<file path="src/hw/rtl/opw_pkg.sv">
// ----------------------------------------------------------------------------
// opw_pkg
// Shared types and constants for the Ogg page walker.
// ----------------------------------------------------------------------------
package opw_pkg;

	localparam int OFFSET_WIDTH_DEF = 32;
	localparam int QUEUE_DEPTH      = 2;

	localparam logic [7:0] CHAR_O = 8'h4F;
	localparam logic [7:0] CHAR_G = 8'h67;
	localparam logic [7:0] CHAR_S = 8'h53;

	localparam logic [4:0] HDR_FLAGS = 5'd5;
	localparam logic [4:0] HDR_LAST  = 5'd26;

	localparam logic [1:0] ST_PAGE  = 2'd0;
	localparam logic [1:0] ST_BAD   = 2'd1;
	localparam logic [1:0] ST_CLEAN = 2'd2;
	localparam logic [1:0] ST_TRUNC = 2'd3;

	typedef enum logic {
		KIND_BYTE = 1'b0,
		KIND_EOS  = 1'b1
	} kind_t;

	// one classified request
	typedef struct packed {
		kind_t      kind;
		logic [7:0] data;
		logic       is_o;
		logic       is_g;
		logic       is_s;
	} item_t;

	typedef enum logic [3:0] {
		PH_HEADER   = 4'b0001,
		PH_SEGMENTS = 4'b0010,
		PH_PAYLOAD  = 4'b0100,
		PH_ERROR    = 4'b1000
	} phase_t;

endpackage

</file>
<file path="src/hw/rtl/opw_front.sv">
// ----------------------------------------------------------------------------
// opw_front
// Accepts stream requests, tags end markers and pre-decodes capture bytes.
// ----------------------------------------------------------------------------
module opw_front (
	input  logic           in_valid,
	output logic           in_ready,
	input  logic [7:0]     data_byte,
	input  logic           end_of_stream,
	input  logic           q_ready,
	output logic           push,
	output opw_pkg::item_t push_item
);

	assign in_ready = q_ready;
	assign push     = in_valid & q_ready;

	always_comb begin
		push_item.kind = end_of_stream ? opw_pkg::KIND_EOS : opw_pkg::KIND_BYTE;
		push_item.data = data_byte;
		push_item.is_o = (data_byte == opw_pkg::CHAR_O);
		push_item.is_g = (data_byte == opw_pkg::CHAR_G);
		push_item.is_s = (data_byte == opw_pkg::CHAR_S);
	end

endmodule

</file>
<file path="src/hw/rtl/opw_queue.sv">
// ----------------------------------------------------------------------------
// opw_queue
// Short FIFO between the front and the walker.
// ----------------------------------------------------------------------------
module opw_queue (
	input  logic           clk,
	input  logic           arst_n,
	input  logic           push,
	input  opw_pkg::item_t push_item,
	output logic           q_ready,
	input  logic           pop,
	output logic           head_valid,
	output opw_pkg::item_t head_item
);

	localparam int PW = (opw_pkg::QUEUE_DEPTH > 1) ? $clog2(opw_pkg::QUEUE_DEPTH) : 1;
	localparam int CW = $clog2(opw_pkg::QUEUE_DEPTH + 1);
	localparam logic [CW-1:0] DEPTH_C = CW'(opw_pkg::QUEUE_DEPTH);
	localparam logic [PW-1:0] LAST_C  = PW'(opw_pkg::QUEUE_DEPTH - 1);

	opw_pkg::item_t  mem_q [opw_pkg::QUEUE_DEPTH];
	logic [PW-1:0]   wr_ptr_q;
	logic [PW-1:0]   rd_ptr_q;
	logic [CW-1:0]   count_q;

	assign q_ready    = (count_q != DEPTH_C);
	assign head_valid = (count_q != '0);
	assign head_item  = mem_q[rd_ptr_q];

	always_ff @(posedge clk) begin
		if (push) begin
			mem_q[wr_ptr_q] <= push_item;
		end
	end

	always_ff @(posedge clk or negedge arst_n) begin
		if (!arst_n) begin
			wr_ptr_q <= '0;
			rd_ptr_q <= '0;
			count_q  <= '0;
		end else begin
			if (push) begin
				wr_ptr_q <= (wr_ptr_q == LAST_C) ? '0 : wr_ptr_q + 1'b1;
			end
			if (pop) begin
				rd_ptr_q <= (rd_ptr_q == LAST_C) ? '0 : rd_ptr_q + 1'b1;
			end
			unique case ({push, pop})
				2'b10:   count_q <= count_q + 1'b1;
				2'b01:   count_q <= count_q - 1'b1;
				default: count_q <= count_q;
			endcase
		end
	end

endmodule

</file>
<file path="src/hw/rtl/opw_back.sv">
// ----------------------------------------------------------------------------
// opw_back
// Page walker state machine with a registered result stage.
// ----------------------------------------------------------------------------
module opw_back #(
	parameter int OFFSET_WIDTH = opw_pkg::OFFSET_WIDTH_DEF
) (
	input  logic           clk,
	input  logic           arst_n,
	input  logic           head_valid,
	input  opw_pkg::item_t head_item,
	output logic           pop,
	output logic           out_valid,
	input  logic           out_ready,
	output logic [1:0]     status,
	output logic [31:0]    page_offset,
	output logic [7:0]     page_flags,
	output logic [7:0]     segment_count,
	output logic [15:0]    payload_size
);

	opw_pkg::phase_t         phase_q, phase_d;
	logic [15:0]             count_q, count_d;
	logic [OFFSET_WIDTH-1:0] offset_q, offset_d;
	logic [OFFSET_WIDTH-1:0] start_q, start_d;
	logic [7:0]              flags_q, flags_d;
	logic [7:0]              segs_q, segs_d;
	logic [15:0]             sum_q, sum_d;

	logic                    out_valid_q;
	logic [1:0]              status_q;
	logic [31:0]             offset_out_q;
	logic [7:0]              flags_out_q;
	logic [7:0]              segs_out_q;
	logic [15:0]             size_out_q;

	logic                    emit;
	logic [1:0]              e_status;
	logic                    e_use_start;
	logic [7:0]              e_flags;
	logic [7:0]              e_segs;
	logic [15:0]             e_size;
	logic [31:0]             offset_now32;
	logic [31:0]             start_now32;
	logic [OFFSET_WIDTH-1:0] start_now;
	logic                    at_boundary;
	logic                    mismatch;
	logic [15:0]             count_inc;
	logic [15:0]             sum_inc;

	assign pop         = head_valid & (~out_valid_q | out_ready);
	assign at_boundary = (phase_q == opw_pkg::PH_HEADER) && (count_q == '0);
	assign start_now   = at_boundary ? offset_q : start_q;
	assign count_inc   = count_q + 16'd1;
	assign sum_inc     = sum_q + {8'd0, head_item.data};

	generate
		if (OFFSET_WIDTH >= 32) begin : g_trunc
			assign offset_now32 = offset_q[31:0];
			assign start_now32  = start_now[31:0];
		end else begin : g_ext
			assign offset_now32 = {{(32-OFFSET_WIDTH){1'b0}}, offset_q};
			assign start_now32  = {{(32-OFFSET_WIDTH){1'b0}}, start_now};
		end
	endgenerate

	always_comb begin
		unique case (count_q[1:0])
			2'd0:    mismatch = ~head_item.is_o;
			2'd3:    mismatch = ~head_item.is_s;
			default: mismatch = ~head_item.is_g;
		endcase
		if (count_q[15:2] != '0) begin
			mismatch = 1'b0;
		end
	end

	always_comb begin
		phase_d     = phase_q;
		count_d     = count_q;
		offset_d    = offset_q;
		start_d     = start_q;
		flags_d     = flags_q;
		segs_d      = segs_q;
		sum_d       = sum_q;
		emit        = 1'b0;
		e_status    = opw_pkg::ST_PAGE;
		e_use_start = 1'b1;
		e_flags     = 8'd0;
		e_segs      = 8'd0;
		e_size      = 16'd0;

		if (pop && phase_q != opw_pkg::PH_ERROR) begin
			if (head_item.kind == opw_pkg::KIND_EOS) begin
				emit        = 1'b1;
				e_use_start = 1'b0;
				e_status    = at_boundary ? opw_pkg::ST_CLEAN : opw_pkg::ST_TRUNC;
			end else begin
				start_d  = start_now;
				offset_d = offset_q + 1'b1;
				unique case (phase_q)
					opw_pkg::PH_HEADER: begin
						if (mismatch) begin
							phase_d  = opw_pkg::PH_ERROR;
							count_d  = '0;
							emit     = 1'b1;
							e_status = opw_pkg::ST_BAD;
						end else if (count_q == {11'd0, opw_pkg::HDR_LAST}) begin
							segs_d  = head_item.data;
							sum_d   = '0;
							count_d = '0;
							if (head_item.data == 8'd0) begin
								phase_d = opw_pkg::PH_HEADER;
								emit    = 1'b1;
								e_flags = flags_q;
							end else begin
								phase_d = opw_pkg::PH_SEGMENTS;
							end
						end else begin
							if (count_q == {11'd0, opw_pkg::HDR_FLAGS}) begin
								flags_d = head_item.data;
							end
							count_d = count_inc;
						end
					end
					opw_pkg::PH_SEGMENTS: begin
						sum_d   = sum_inc;
						count_d = count_inc;
						if (count_inc >= {8'd0, segs_q}) begin
							phase_d = (sum_inc == '0) ? opw_pkg::PH_HEADER
								: opw_pkg::PH_PAYLOAD;
							count_d = '0;
							emit    = 1'b1;
							e_flags = flags_q;
							e_segs  = segs_q;
							e_size  = sum_inc;
						end
					end
					opw_pkg::PH_PAYLOAD: begin
						count_d = count_inc;
						if (count_inc >= sum_q) begin
							phase_d = opw_pkg::PH_HEADER;
							count_d = '0;
						end
					end
					default: begin
						phase_d = phase_q;
					end
				endcase
			end
		end
	end

	always_ff @(posedge clk or negedge arst_n) begin
		if (!arst_n) begin
			phase_q     <= opw_pkg::PH_HEADER;
			count_q     <= '0;
			offset_q    <= '0;
			start_q     <= '0;
			flags_q     <= '0;
			segs_q      <= '0;
			sum_q       <= '0;
			out_valid_q <= 1'b0;
		end else begin
			phase_q  <= phase_d;
			count_q  <= count_d;
			offset_q <= offset_d;
			start_q  <= start_d;
			flags_q  <= flags_d;
			segs_q   <= segs_d;
			sum_q    <= sum_d;
			if (emit) begin
				out_valid_q <= 1'b1;
			end else if (out_ready) begin
				out_valid_q <= 1'b0;
			end
		end
	end

	always_ff @(posedge clk) begin
		if (emit) begin
			status_q     <= e_status;
			offset_out_q <= e_use_start ? start_now32 : offset_now32;
			flags_out_q  <= e_flags;
			segs_out_q   <= e_segs;
			size_out_q   <= e_size;
		end
	end

	assign out_valid     = out_valid_q;
	assign status        = status_q;
	assign page_offset   = offset_out_q;
	assign page_flags    = flags_out_q;
	assign segment_count = segs_out_q;
	assign payload_size  = size_out_q;

endmodule

</file>
<file path="src/hw/rtl/ogg_page_walker_core.sv">
// ----------------------------------------------------------------------------
// ogg_page_walker_core
// Walks an Ogg byte stream page by page and reports each page header.
// ----------------------------------------------------------------------------
// Takes one stream byte (or an end marker) per cycle while no report waits on
// out_ready, with no gaps between pages: the walker state is updated once per
// byte, so the byte rate is set by that single update loop. A page report is
// registered in the result stage when the walker pops the byte completing its
// segment table; out_valid stalls hold the walker, the queue ahead and in_ready.
// After a bad capture pattern everything is dropped silently until reset.
module ogg_page_walker_core #(
	parameter int OFFSET_WIDTH = opw_pkg::OFFSET_WIDTH_DEF
) (
	input  logic        clk,
	input  logic        arst_n,
	input  logic        in_valid,
	output logic        in_ready,
	input  logic [7:0]  data_byte,
	input  logic        end_of_stream,
	output logic        out_valid,
	input  logic        out_ready,
	output logic [1:0]  status,
	output logic [31:0] page_offset,
	output logic [7:0]  page_flags,
	output logic [7:0]  segment_count,
	output logic [15:0] payload_size
);

	logic           q_ready;
	logic           push;
	opw_pkg::item_t push_item;
	logic           pop;
	logic           head_valid;
	opw_pkg::item_t head_item;

	opw_front u_front (
		.in_valid      (in_valid),
		.in_ready      (in_ready),
		.data_byte     (data_byte),
		.end_of_stream (end_of_stream),
		.q_ready       (q_ready),
		.push          (push),
		.push_item     (push_item)
	);

	opw_queue u_queue (
		.clk        (clk),
		.arst_n     (arst_n),
		.push       (push),
		.push_item  (push_item),
		.q_ready    (q_ready),
		.pop        (pop),
		.head_valid (head_valid),
		.head_item  (head_item)
	);

	opw_back #(
		.OFFSET_WIDTH (OFFSET_WIDTH)
	) u_back (
		.clk           (clk),
		.arst_n        (arst_n),
		.head_valid    (head_valid),
		.head_item     (head_item),
		.pop           (pop),
		.out_valid     (out_valid),
		.out_ready     (out_ready),
		.status        (status),
		.page_offset   (page_offset),
		.page_flags    (page_flags),
		.segment_count (segment_count),
		.payload_size  (payload_size)
	);

endmodule

</file>
<file path="config.mk">
export PLATFORM = sky130hd
export DESIGN_NAME = ogg_page_walker_core
export DESIGN_NICKNAME = d
export VERILOG_FILES = /design/src/hw/rtl/opw_pkg.sv /design/src/hw/rtl/opw_front.sv /design/src/hw/rtl/opw_queue.sv /design/src/hw/rtl/opw_back.sv /design/src/hw/rtl/ogg_page_walker_core.sv
export SDC_FILE = /design/constraint.sdc
export NUM_CORES = 1
export LEC_CHECK = 0
export ABC_AREA = 0
export BUFFER_PORTS_ARGS = -buffer_cell sky130_fd_sc_hd__buf_4
export CAP_MARGIN = 30
export CORE_MARGIN = 8
export CORE_UTILIZATION = 60
export CTS_BUF_LIST = sky130_fd_sc_hd__clkbuf_4
export DETAILED_ROUTE_END_ITERATION = 6
export PLACE_DENSITY = 0.8
export SLEW_MARGIN = 30
export SYNTH_ARGS = -nofsm -noshare
export SYNTH_HDL_FRONTEND = slang
export SYNTH_SLANG_ARGS = --single-unit
</file>
<file path="constraint.sdc">
create_clock -name clk -period 6.9 [get_ports clk]
set_input_delay 1.035 -clock clk [delete_from_list [all_inputs] [get_ports clk]]
set_output_delay 1.035 -clock clk [all_outputs]
set_load 0.02 [all_outputs]
</file>
==> impl_results.md, run 1 <==
* Synth Flop Type: dfrtp_1
* Met2 WL at approximately 11 mm
* Leak Pwr at 5.310 nW
* Multi-input gate area at 4462 sq um
* Starting Density at 61.04%
* Highest routed layer: met4
* Area grow syn2layout at 13.93%
* Antenna Nets Post-Route at 0
* CTS Sinks at approximately 210
* Port buffer count at 80
* Setup_tns at 0 ns
* PD cells at 421.0 nW/um^2
* HP Class: in -> async
* Cts repair resizes at 0
* Syn Area/Cell at 11.66 sq um
* DR WL/cell at approximately 18 um
* Fraction of layout cells with a size suffix above 1 at 25.88%
* Crit path kind: reg -> reg
* Synth Area in Compound Gates at 8.186%
* Most frequent cells in the layout: dfrtp_1 (120), edfxtp_1 (90), nand2_1 (86)
* Fmax at 0.2478 GHz
* Unique masters post-synth at 73
* Max VDD drop at between 200 and 300 uV
* Main combinational cell family by area after synthesis: simple AND/OR/NAND/NOR gates
* CP peak stage delay at 0.75 ns
* Yosys reg bits at 211
* Vias in the first global route at 7,338
* Max capacitance violation total at 0
* Core ar. at 17,180 sq um
* Post-Syn Area at between 10,000 and 15,000 sq um
* Chip width at 148.2 um
* DR vias/cell at 5.784
* Crit path max-delay family: compound AO/OA/AOI/OAI gates
* Number of hold buffers added after CTS at 0
* Cells after Synth at 899
* Number of remaining DRC errors at 0
* RSZ-0062 raised after global routing: no
* Critical Path Fanout Max at 14
* Insertion delay to the later sink of the worst-skew pair at 0.69 ns
* Logic pwr share at 40.2%
* Inserted Clock Buffers at between 50 and 60
* Pre-antenna DRT Iters at 5
* Register area at 5732 sq um
* Max Buffers Root-to-Sink at 3
* CTS HTree Levels at 2
* Die ar. at 21,960 sq um
* Sw power at 2.011 mW
* Largest net degree at the start of global routing at 69
* Post-synthesis async set-or-reset flop share at 57.35%
* RePlAce Congestion at 0.8980
* Fin. Hold Viols at 0
* CTS tree: done
* Clock root cell: clkbuf_4
* Finished Cell Area at 11,950 sq um
* Crit-path cells: mux2i_1, inv_1, ha_1, fa_1, a21o_1, a221oi_4, nor4_1, a311oi_1, nand3_1, or4_1, a31oi_1
* CP max-delay cell: dfrtp_1
* Commonest non-fill, non-tap cell in the layout: dfrtp_1
* Max Slew Vio Count at 0
* Row count at 48
* Overflow after GRT at 0
* Actual slew at the worst max-slew pin at around 0.92 ns
* Die Y at 148.2 um
* Status: completed
* WP data arrival at 4.63 ns
* Met1 WL at 9.523 mm
* Drt first-iter violations at 560
* Sequential power share at 38.7%
* WP data required at 7.50 ns
* Worst rel slew slack at 38.73%
* Setup Viol. Count Final at 0
* Fin nets at 1,056
* Post-synth EDFFs at 90
* Sequential area share after synthesis at 54.67%
* Post-DP HPWL at 15.49 mm
* Post-synthesis adder-cell area fraction at approximately 4.7%
* Min Tclk post-route at 4.036 ns
* Critical Path End Type: flop
* Setup Skew at 0.04739 ns
* Final Util at 69.54%
* Clock power frac at 21.1%
* First-pass GRT wire length at 37.08 mm
* CTS clk-pin slew, worst paths at 0.07 ns
* Post-Synth Simple-Gate Area at 15.24%
* Postcts setup bufs at 0
* GRT Total Usage at 20.87%
* Post-DP Area at 11,240 sq um
* Fill count at 1,297
* Startpoint types: flop
* Cell internal pwr at around 3.0 mW
* Fin worst setup slack at 2.864 ns
* Mux contribution to synthesized area at 9.021%
* Crit share post-route at 58.49%
* Synth Area in XOR/XNOR at 5.179%
* Post-Place Setup Slack at between 2 and 3 ns
* Routed vias at approximately 7,400
* Syn_nets at ~950
* I/O Pins at 81
* Yosys warns at 0
* Critical path buffers and inverters at 1
* DRT Wirelength at about 23 mm
* Antenna violations before repair at 1
* Sw frac at 39.99%
* WL met3 at 1.670 mm
[metal layers]
layer,up-vias,GRT usage (%)
li1,3490,-
met1,3539,26.95
met2,282,33.65
met3,52,4.345
met4,0,8.873
met5,-,0
[final timing paths]
path                                     from  depth (start not counted)  slack, ns            endpoint
setup reg to reg             u_queue.rd_ptr_q                         11       2.86   u_back.phase_q[0]
hold reg to reg            u_back.start_q[15]                          2       0.48  u_back.start_q[15]
setup / recovery             u_queue.rd_ptr_q                         11       2.86   u_back.phase_q[0]
max in group asynchronous              arst_n                          2       5.12     u_back.sum_q[9]
hold / removal                         arst_n                          1       0.40  u_back.start_q[24]
min in group clk           u_back.start_q[15]                          2       0.48  u_back.start_q[15]
[registers in the layout, summed over array words and instances (netlist names), 16 cells and up]
register and flops:
u_back.offset_now32 32, u_back.payload_size 16, u_back.sum_q 16, u_back.start_q 32, u_back.count_q 16, u_queue.mem_q 24
u_back.page_offset 32
[cell type report]
class	count	area share, %
flip-flops and latches	211	47.98
clock inverters	14	0.5656
inverters	35	1.100
repair buffers	85	5.342
diodes	1	0.02095
clock buffers	84	5.279
well taps	225	2.357
multi-input cells	618	37.35
[synth_stat cells (3+ instances only)]
cell / n / area [sq um]
a31oi_1: 4 / 25.02
buf_4: 6 / 45.04
nand3_1: 31 / 155.2
nor3b_1: 3 / 22.52
clkbuf_1: 12 / 45.04
or2_2: 3 / 18.77
buf_2: 16 / 80.08
a311oi_1: 3 / 26.28
o21ai_0: 19 / 95.09
and4_1: 10 / 87.58
a21o_1: 12 / 90.09
inv_1: 35 / 131.4
nor4_1: 8 / 50.05
nand3b_1: 3 / 22.52
nor4b_1: 3 / 26.28
or3_1: 5 / 31.28
a211oi_1: 8 / 60.06
a21oi_1: 28 / 140.1
and2_1: 17 / 106.4
xor2_1: 22 / 192.7
nand2_1: 86 / 322.8
ha_1: 38 / 475.5
o31ai_1: 12 / 90.09
nand4_1: 10 / 62.56
dfrtp_1: 120 / 3003
nand2b_1: 8 / 50.05
edfxtp_1: 90 / 2703
nor3_1: 7 / 35.03
nor2_1: 76 / 285.3
mux2_2: 75 / 844.6
and3_1: 14 / 87.58
a22oi_1: 6 / 45.04
o21ai_1: 9 / 45.04
mux2i_1: 9 / 90.09
xnor2_1: 40 / 350.3
[cell families after synthesis]
| group | after synthesis |
|---|---|
| xor+xnor | 62 |
| flops | 211 |
| buf+inv | 70 |
| fa+ha+maj | 39 |
| simple gates | 307 |
| mux | 85 |
| compound gates | 125 |
[stage by stage]
step / std cells / power (mW) / hold WS [ns]
3_5_place_dp: 1174 / 3.980 / 0.4695
3_3_place_gp: 1174 / 3.944 / 0.4568
6_report: 1273 / 5.029 / 0.3983
5_1_grt: 1273 / 5.329 / 0.4289
4_1_cts: 1272 / 5.055 / 0.3864
2_1_floorplan: 899 / 3.324 / 0.4418
[power by group through the flow]
stage	clock network [mW]	logic (mW)	registers, mW
after floorplan	0	1.18	2.14
after global placement	0	1.98	1.96
after detailed placement	0	2.01	1.97
after CTS	1.09	2.02	1.95
after global routing	1.15	2.19	1.99
final	1.06	2.02	1.95
Note: power is estimated with default switching activity, not from simulation.
==> run 2: changes to the inputs <==
--- a/config.mk
+++ b/config.mk
@@ -9,10 +9,10 @@
 export BUFFER_PORTS_ARGS = -buffer_cell sky130_fd_sc_hd__buf_4
 export CAP_MARGIN = 30
 export CORE_MARGIN = 8
-export CORE_UTILIZATION = 60
+export CORE_UTILIZATION = 56
 export CTS_BUF_LIST = sky130_fd_sc_hd__clkbuf_4
 export DETAILED_ROUTE_END_ITERATION = 6
-export PLACE_DENSITY = 0.8
+export PLACE_DENSITY = 0.78
 export SLEW_MARGIN = 30
 export SYNTH_ARGS = -nofsm -noshare
 export SYNTH_HDL_FRONTEND = slang
==> constraint.sdc (replaced) <==
create_clock -name clk -period 3.4 [get_ports clk]
set_input_delay 0.51 -clock clk [delete_from_list [all_inputs] [get_ports clk]]
set_output_delay 0.51 -clock clk [all_outputs]
set_load 0.02 [all_outputs]
==> impl_results.md, run 2 (same netlist as run 1, synthesis figures left out) <==
* Total chip power at 10.90 mW (+120%)
* First-pass GRT wire length at 39.05 mm (+5.3%)
* Max capacitance violation total at 0 (unchanged)
* Reg2Reg Launch Point: u_queue.rd_ptr_q
* Max Slew Vio Count at 0 (unchanged)
* Antenna Nets Post-Route at 0 (unchanged)
* Row count at 50 (+4.2%)
* Die Y at 152.8 um (+3.1%)
* GRT Total Usage at 20.45% (-0.42 points)
* Most frequent cells in the layout: buf_4 (119), dfrtp_1 (118), edfxtp_1 (90)
* RePlAce Congestion at 0.9081 (+1.1%)
* Logic pwr share at 44.4% (+4.2 points)
* HP Class: in -> reg
* Setup_tns at 0 ns (unchanged)
* WP data required at 3.97 ns (-3.53 ns)
* Pre-antenna DRT Iters at 4 (-1)
* WP data arrival at 3.85 ns (-0.78 ns)
* Status: completed
* Setup Skew at 0.07711 ns (+0.02972 ns)
* Starting Density at 56.62% (-4.4 points)
* Commonest non-fill, non-tap cell in the layout: buf_4
* CTS HTree Levels at 2 (unchanged)
* CP max-delay cell: or4_1
* Critical Path End Type: flop
* Crit share post-route at 96.30% (+38 points)
* Fin. Hold Viols at 0 (unchanged)
* Port buffer count at 80 (unchanged)
* Min-delay src: out_ready
* Fin nets at 1,107 (+4.8%)
* Clock root cell: clkbuf_4
* Number of remaining DRC errors at 0 (unchanged)
* Startpoint types: flop
* Crit-path cells: mux2i_2, inv_1, ha_1, fa_2, a21o_1, a221oi_4, xnor2_2, and2_1, nand4_1, or4_1, a31oi_1
* Leak Pwr at 5.581 nW (+5.1%)
* Overflow after GRT at 0 (unchanged)
* Chip width at 152.8 um (+3.1%)
* I/O Pins at 81 (unchanged)
* Reg2Reg Setup Slack at 0.13 ns (-2.74 ns)
* RSZ-0062 raised after global routing: yes
* Fraction of layout cells with a size suffix above 1 at 29.00% (+3.1 points)
* CTS clk-pin slew, worst paths at 0.06 ns (about the same)
* WHS Endpoint: u_back.out_valid
* Inserted Clock Buffers at 55 (+3.8%)
* Min Tclk post-route at 3.274 ns (-0.7614 ns)
* Setup Viol. Count Final at 0 (unchanged)
* DR vias/cell at 5.645 (-2.4%)
* CTS Sinks at 211 (unchanged)
* Cell internal pwr at 6.556 mW (+120%)
* Fin worst setup slack at 0.1259 ns (-2.739 ns)
* Die ar. at 23,360 sq um (+6.4%)
* Post-Place Setup Slack at -0.03051 ns (-2.950 ns)
* Post-DP HPWL at 16.70 mm (+7.8%)
* DR WL/cell at 17.98 um (+1.3%)
* PD cells at 869.2 nW/um^2 (+110%)
* Worst reg2reg path depth at 11 (unchanged)
* Insertion delay to the later sink of the worst-skew pair at 0.71 ns (+0.02 ns)
* Vias in the first global route at 7,625 (+3.9%)
* DRT Wirelength at 24.00 mm (+6.2%)
* Drt first-iter violations at 468 (-16%)
* Sequential power share at 35.9% (-2.8 points)
* Fmax at 0.3054 GHz (+23%)
* Final Util at 67.75% (-1.8 points)
* Routed vias at 7,536 (+2.3%)
* Actual slew at the worst max-slew pin at 0.8307 ns (-0.08826 ns)
* Core ar. at 18,520 sq um (+7.8%)
* Sw frac at 39.88% (-0.11 points)
* Area grow syn2layout at 19.65%
* Worst rel slew slack at 44.62% (+5.9 points)
* WHS at 0.1273 ns (-0.2710 ns)
* Max Buffers Root-to-Sink at 3 (unchanged)
* Largest net degree at the start of global routing at 59 (-14%)
* Sw power at 4.349 mW (+120%)
* CP peak stage delay at 0.54 ns (-0.21 ns)
* Clock power frac at 19.7% (-1.4 points)
* Max VDD drop at 531.9 uV (+99%)
* Critical Path Fanout Max at 7 (-7)
* Reg-to-Reg End: u_back.phase_q[0]
* Antenna violations before repair at 1 (unchanged)
* CTS tree: done
* Crit path kind: reg -> reg
* Worst hold stages at 3
## run 2: changes by cell type in the layout (fill, tap and decap cells not counted), sizes merged
cell         before  now
buf              85  124
clkinv           11   27
clkbuf           84   72
dlygate4sd3       0   10
clkinvlp          2    0
bufinv            0    1
inv              36   37
## run 2: final cells by class
| cell class | instances | area (sq um) |
|---|---|---|
| Clock buffer | 72 | 540.5 |
| Sequential cell | 211 | 5734 |
| Antenna cell | 1 | 2.502 |
| Inverter | 35 | 131.4 |
| Clock inverter | 30 | 163.9 |
| Multi-Input combinational cell | 618 | 4587 |
| Tap cell | 234 | 292.8 |
| Timing Repair Buffer | 134 | 1094 |
| Fill cell | 1388 | 5972 |
## run 2: critical path, delay by kind of cell, from the launching register on
kind            cells  cell delay (ns)
simple gates        3             0.81
flops               1             0.46
compound gates      3             0.80
xor+xnor            1             0.16
mux                 1             0.26
fa+ha+maj           2             0.62
buf+inv             1             0.07
## run 2: layer usage
| layer | vias up | part of all wire [%] | global-route usage [%] | wire length, um |
|---|---|---|---|---|
| met5 | - | 0 | 0 | 0 |
| met4 | 0 | 2.5 | 8.388 | 605 |
| met3 | 53 | 6.7 | 4.483 | 1599 |
| met2 | 247 | 48 | 33.96 | 11540 |
| met1 | 3636 | 43 | 25.61 | 10260 |
| li1 | 3600 | - | - | - |
## run 2: power groups by stage
stage | combinational, mW | sequential (mW) | clock [mW]
2_1_floorplan | 2.47 | 4.30 | 0
3_3_place_gp | 4.52 | 3.92 | 0
3_5_place_dp | 4.62 | 3.94 | 0
4_1_cts | 4.66 | 3.90 | 2.21
5_1_grt | 5.21 | 3.98 | 2.34
6_report | 4.84 | 3.92 | 2.15
## run 2: repair_timing
action / in CTS / in global routing
hold buffers: 10 / 0
buffers inserted: 0 / 5
pin swaps: 0 / 2
resized for setup: 1 / 12
setup endpoints to repair: 1 / 13
endpoints found under the hold margin: 72 / 0
## run 2: worst max path at each step
stage                                  from                    to  slack (ns)  depth (start not counted)
final                      u_queue.rd_ptr_q     u_back.phase_q[0]        0.13                         11
after detailed placement   u_queue.rd_ptr_q     u_back.phase_q[0]       -0.03                         11
after global routing       u_queue.rd_ptr_q     u_back.phase_q[0]       -0.07                         11
after floorplan           u_back.count_q[2]  u_back.page_flags[0]       -0.03                         11
after global placement     u_queue.rd_ptr_q     u_back.phase_q[0]        0.10                         11
after CTS                  u_queue.rd_ptr_q     u_back.phase_q[0]        0.01                         11
## run 2: through the flow
stage / instance area [sq um] / std cells
final: 12550 / 1335
after global placement: 11630 / 1217
after CTS: 12440 / 1329
after floorplan: 10570 / 899
after detailed placement: 11630 / 1217
after global routing: 12550 / 1335
